**src/rtl/core/sfc_pkg.sv**
```systemverilog
`timescale 1ns / 1ps
// ----------------------------------------------------------------------------
// sfc_pkg
// Shared types and codes for the stereo FIR convolution block.
// ----------------------------------------------------------------------------
package sfc_pkg;

    localparam int COEF_INDEX_BITS = 9;

    localparam logic CMD_COEF  = 1'b0;
    localparam logic CMD_FRAME = 1'b1;

    typedef enum logic [2:0] {
        ST_CLEAR,
        ST_IDLE,
        ST_RUN,
        ST_WAIT,
        ST_HOLD
    } state_t;

    // sequencer to mac unit
    typedef struct packed {
        logic start;
        logic valid;
        logic last;
    } mac_ctrl_t;

    // mac unit to sequencer
    typedef struct packed {
        logic done;
        logic clip;
    } mac_stat_t;

endpackage

```
**src/rtl/core/sfc_mac.sv**
```systemverilog
`timescale 1ns / 1ps
// ----------------------------------------------------------------------------
// sfc_mac
// Shared stereo multiply-accumulate unit with round half up and saturation
// to the sample width.
// ----------------------------------------------------------------------------
module sfc_mac #(
    parameter int TAPS        = 512,
    parameter int SAMPLE_BITS = 16,
    parameter int COEF_BITS   = 16
) (
    input  logic                          aclk,
    input  logic                          aresetn,
    input  sfc_pkg::mac_ctrl_t            ctrl,
    input  logic signed [SAMPLE_BITS-1:0] left_smp,
    input  logic signed [SAMPLE_BITS-1:0] right_smp,
    input  logic signed [COEF_BITS-1:0]   coef,
    output sfc_pkg::mac_stat_t            stat,
    output logic signed [SAMPLE_BITS-1:0] left_res,
    output logic signed [SAMPLE_BITS-1:0] right_res
);

    import sfc_pkg::*;

    localparam int PROD_W = SAMPLE_BITS + COEF_BITS;
    localparam int ACC_W  = PROD_W + $clog2(TAPS);

    localparam logic signed [ACC_W:0] RND =
        {{(ACC_W + 2 - COEF_BITS){1'b0}}, 1'b1, {(COEF_BITS - 2){1'b0}}};
    localparam logic signed [ACC_W:0] SAT_HI =
        {{(ACC_W + 2 - SAMPLE_BITS){1'b0}}, {(SAMPLE_BITS - 1){1'b1}}};
    localparam logic signed [ACC_W:0] SAT_LO = ~SAT_HI;

    logic                       v1_reg, l1_reg, v2_reg, l2_reg, fin_reg, done_reg;
    logic signed [PROD_W-1:0]   lprod_reg, rprod_reg;
    logic signed [ACC_W-1:0]    lacc_reg, racc_reg;
    logic signed [SAMPLE_BITS-1:0] lres_reg, rres_reg;
    logic                       clip_reg;

    logic signed [ACC_W:0]      lsum, rsum, lsh, rsh;
    logic signed [SAMPLE_BITS-1:0] lsat, rsat;
    logic                       lclip, rclip;

    // pipeline control: read data, product, accumulate, finish
    always_ff @(posedge aclk) begin
        if (!aresetn) begin
            v1_reg   <= 1'b0;
            l1_reg   <= 1'b0;
            v2_reg   <= 1'b0;
            l2_reg   <= 1'b0;
            fin_reg  <= 1'b0;
            done_reg <= 1'b0;
        end else begin
            v1_reg   <= ctrl.valid;
            l1_reg   <= ctrl.valid & ctrl.last;
            v2_reg   <= v1_reg;
            l2_reg   <= l1_reg;
            fin_reg  <= l2_reg;
            done_reg <= fin_reg;
        end
    end

    always_ff @(posedge aclk) begin
        lprod_reg <= left_smp * coef;
        rprod_reg <= right_smp * coef;
        if (ctrl.start) begin
            lacc_reg <= '0;
            racc_reg <= '0;
        end else if (v2_reg) begin
            lacc_reg <= lacc_reg + ACC_W'(lprod_reg);
            racc_reg <= racc_reg + ACC_W'(rprod_reg);
        end
        if (fin_reg) begin
            lres_reg <= lsat;
            rres_reg <= rsat;
            clip_reg <= lclip | rclip;
        end
    end

    always_comb begin
        lsum  = (ACC_W + 1)'(lacc_reg) + RND;
        rsum  = (ACC_W + 1)'(racc_reg) + RND;
        lsh   = lsum >>> (COEF_BITS - 1);
        rsh   = rsum >>> (COEF_BITS - 1);
        lclip = (lsh > SAT_HI) || (lsh < SAT_LO);
        rclip = (rsh > SAT_HI) || (rsh < SAT_LO);
        if (lsh > SAT_HI) begin
            lsat = SAT_HI[SAMPLE_BITS-1:0];
        end else if (lsh < SAT_LO) begin
            lsat = SAT_LO[SAMPLE_BITS-1:0];
        end else begin
            lsat = lsh[SAMPLE_BITS-1:0];
        end
        if (rsh > SAT_HI) begin
            rsat = SAT_HI[SAMPLE_BITS-1:0];
        end else if (rsh < SAT_LO) begin
            rsat = SAT_LO[SAMPLE_BITS-1:0];
        end else begin
            rsat = rsh[SAMPLE_BITS-1:0];
        end
    end

    assign stat.done = done_reg;
    assign stat.clip = clip_reg;
    assign left_res  = lres_reg;
    assign right_res = rres_reg;

endmodule

```
**config.mk**
```make
export PLATFORM = sky130hd
export DESIGN_NAME = sfc_mac
export DESIGN_NICKNAME = d
export VERILOG_FILES = /design/src/rtl/core/sfc_pkg.sv /design/src/rtl/core/sfc_mac.sv
export SDC_FILE = /design/constraint.sdc
export NUM_CORES = 2
export LEC_CHECK = 0
export ABC_AREA = 1
export BUFFER_PORTS_ARGS = -buffer_cell sky130_fd_sc_hd__buf_2
export CAP_MARGIN = 10
export CELL_PAD_IN_SITES_DETAIL_PLACEMENT = 2
export CELL_PAD_IN_SITES_GLOBAL_PLACEMENT = 2
export CORE_MARGIN = 8
export CORE_UTILIZATION = 30
export CTS_CLUSTER_DIAMETER = 80
export CTS_CLUSTER_SIZE = 10
export DETAILED_ROUTE_END_ITERATION = 6
export PLACE_DENSITY = 0.74
export SLEW_MARGIN = 10
export SYNTH_ARGS = -nofsm -noshare
export SYNTH_HDL_FRONTEND = slang
export SYNTH_SLANG_ARGS = --single-unit
```
**constraint.sdc**
```tcl
create_clock -name aclk -period 11.1 [get_ports aclk]
set_input_delay 0.555 -clock aclk [delete_from_list [all_inputs] [get_ports aclk]]
set_output_delay 0.555 -clock aclk [all_outputs]
set_load 0.02 [all_outputs]
```
# Yosys cells after proc, flatten, opt, wreduce, memory -nomap -nowiden
# Cells that the tools add are included.
# word_totals
reg_bits	185
inputBits	53
elab_cells	29
# classes
n_reduce_logical	2
mux	2
n_mul	2
bitwise	2
n_addsub	4
n_lt_le_gt_ge	4
# ops
cell	n
adder 41 x 16 -> 42 bit, second input constant	2
adder 41 x 32 -> 41 bit	2
multiplier 16 x 16 -> 32 bit	2
> comparator 27 x 16 -> 1 bit, second input constant	2
< comparator 27 x 16 -> 1 bit, second input constant	2
two-way mux 16 bit	2
logical OR 1 bit	2
AND 1 bit	1
OR 1 bit	1

# Depth between registers and ports, before layout
# logic_depth
depth_word	4
depth_mapped	28
mapped_depth_nobuf	26

# Worst setup path after synthesis
# Ideal clock, no wire load.
# synth_timing
path_kind	input to register
start	input right_smp[5]
end	register rprod_reg[28]
cell_stages	26
slack_ns	5.256
arrival_ns	5.773
path_cell_list	clkbuf_1 clkbuf_1 nand2_1 fa_1 inv_1 fa_1 inv_1 fa_1 inv_1 fa_1 fa_1 inv_1 fa_1 inv_1 ha_1 nand2_1 inv_1 nand2_1 nor3_1 nand4_1 nand3_1 nand2_1 nand2_1 nand2_1 nand2_1 xor2_1
# synth_via
elab_chain_len	1
# synth_lines
item	line_no	rtl
start, declared	sfc_mac.sv:16	input logic signed [SAMPLE_BITS-1:0] right_smp,
multiplier 16 x 16 -> 32 bit	sfc_mac.sv:65	rprod_reg <= right_smp * coef;
end signal, assigned	sfc_mac.sv:65	
end, declared	sfc_mac.sv:35	logic signed [PROD_W-1:0] lprod_reg, rprod_reg;
# Every way passes these cells.
# A chain may end at the register's enable or synchronous reset.

# Final worst setup path
# layout_timing
start	input coef[1]
end	register rprod_reg[24]
# layout_via
elab_chain_len	1
# layout_lines
item	line_no	rtl
start, declared	sfc_mac.sv:17	input logic signed [COEF_BITS-1:0] coef,
multiplier 16 x 16 -> 32 bit	sfc_mac.sv:65	
# Every way passes these cells.

==> run metrics <==
WHS Endpoint l1_reg; pin count of the biggest net entering global routing 77; die area 123600 um2; register area share after synthesis about an eighth; initial DRC count between 800 and 900; global placement routability congestion slightly below 0.9; Vias/cell 4.752; Post-synth top cells 1265 x nand2_1, 1177 x inv_1, 526 x fa_1; WS Path Type in2reg; Clock Pin Slew Worst Setup and Hold Paths 0.08 ns; worst r2r dst lacc_reg[30]; HPWL Detailed between 100 and 150 mm; P&R area growth vs syn 7.173%; post-synth top area share between 30% and 40%; Post-CTS Hold Buffers 0; Netlist Area Pre-Place around 34000 um2; 1st-pass router iterations 5; run status completed; CP Max Fanout 32; Final Non-Filler Cells about 6300; Rows roughly 120; GRT overflow 0; yosys warns 0; postcts setup bufs 0; Max clock buf depth 2; syn nets between 5000 and 6000; Worst-Margin Slew 0.9584 ns; Sink Count ~190; EDFF count, synth 33; final critical-path share of the clock period 57.99%; Synth area leaders fa_1 31%, nand2_1 14%, inv_1 13%, ha_1 9.1%, dfxtp_1 9.0%; port bufs 86; dpl cells a little over 6000; Fin. Hold Viols 0; Post-Route Skew 0.02539 ns; Fill cells ~14000; CTS root buf clkbuf_16; TritonCTS clock tree built; RSZ-0062 raised after global routing false; Hold Path Cell Cnt 3; vias in the first global route 34470; Mapped Avg Cell Area 7.067 um2; number of routed nets with antenna violations 0; I/O Pins between 80 and 90; fraction of final layout cells sized beyond drive strength 1 3.523%; synth unique cells 41; Max Cap Violations 0; prevailing post-synth register cell dfxtp_1; hold_sp ctrl[0]; startpoint types input port; Crit path required time roughly 11 ns; chip height 351.6 um; ant diodes 0; max-slew violation count 0; fmax between 150 and 200 MHz; CTS H-tree depth 4; Mapped Cells roughly 4800; r2r setup slk 8.14 ns; Initial Util between 30% and 40%; total routed wirelength 121.8 mm; HP Class in2reg; Relative slew margins a little over a third; setup TNS 0 ns; Setup violations, final 0; Final nets approximately 5600; initial antenna violation count 5; first-pass GRT wire length about 200 mm; Worst Path Arrival 6.81 ns; Chip Width approximately 350 um; Synth area leader fa_1; Clk Latency, worst-skew pair 0.50 ns; most frequent cell after synthesis nand2_1; FF-to-FF path depth 13; core footprint 112000 um2; min Tclk post-route 6.437 ns; Residual DRC 0; wire per inst ~19 um; vias 29790; ys async rst share 0%; CP Capture Type register; cts repair resizes 0; TritonCTS Buffers 17; total track usage 20.04%; Worst R2R Start lacc_reg[0]; Synth Register Bits between 150 and 200
through the flow:
stage / utilization [%] / hold slack [ns] / cell area [um2] / setup WS [ns]
floorplan: - / 0.3900 / 33790 / 5.256
global placement: 31.78 / 0.3933 / 35600 / 4.375
detailed placement: 31.78 / 0.4045 / 35600 / 4.236
CTS: 32.32 / 0.2647 / 36210 / 4.724
global route: 32.32 / 0.2893 / 36210 / 4.398
finish: 32.32 / 0.3014 / 36210 / 4.663
cells in the final DEF, fill, tap and decap left out, types with 36 or more instances in the layout:
| cell type | count |
|---|---|
| buf_2 | 86 |
| inv_1 | 1176 |
| nor2_1 | 443 |
| xnor2_1 | 36 |
| ha_1 | 246 |
| xor2_1 | 79 |
| nand2_1 | 1265 |
| fa_1 | 526 |
| a21oi_1 | 199 |
| nand3_1 | 150 |
| o21ai_0 | 165 |
| dfxtp_1 | 151 |
metal layers:
| layer | track usage (%) | share of wire, % |
|---|---|---|
| met3 | 1.580 | 1.9 |
| met4 | 3.829 | 1.5 |
| met1 | 26.53 | 47 |
| met2 | 35.89 | 49 |
| met5 | 0 | 0 |
worst max-delay path: stages:
cell and delay, ns:
buf_2 0.62, nand2_1 0.21, inv_1 0.17, fa_1 0.56, fa_1 0.52, fa_1 0.46
fa_1 0.52, fa_1 0.56, inv_1 0.06, fa_1 0.51, inv_1 0.06, ha_1 0.40
nand2_1 0.16, nor4_1 0.60, nand4_1 0.21, nand3_1 0.20, a21oi_1 0.11, xnor2_1 0.30
cells by family (layout without fill, tap and decap cells):
group | Yosys count | count (layout) | synth area share, %
buffers and inverters | 1317 | 1305 | 14.72
adders and majority gates | 772 | 772 | 40.28
DFF | 185 | 185 | 11.94
xor gates and xnor gates | 115 | 115 | 2.981
and+or+nand+nor | 1959 | 1959 | 23.13
AOI/OAI and AO/OA | 433 | 433 | 6.951
worst max-delay path by stage:
stage	depth (start not counted)	start	to
final	18	coef[1]	rprod_reg[24]
after global routing	18	coef[2]	rprod_reg[24]
after CTS	18	coef[2]	rprod_reg[24]
after detailed placement	18	coef[2]	rprod_reg[24]
after global placement	18	coef[1]	rprod_reg[24]
after floorplan	26	right_smp[5]	rprod_reg[28]
cell type report:
class | count | area (um2) | share of cell area [%]
Sequential cell | 185 | 4038 | 11.15
Multi-Input combinational cell | 3279 | 24780 | 68.43
Tap cell | 1500 | 1877 | 5.183
Inverter | 1181 | 4433 | 12.24
Clock buffer | 17 | 425.4 | 1.175
Timing Repair Buffer | 92 | 475.5 | 1.313
Clock inverter | 15 | 182.7 | 0.5045
Power is not shown: default switching activity piles up to over one toggle a cycle in this logic, so the estimate is an artifact.
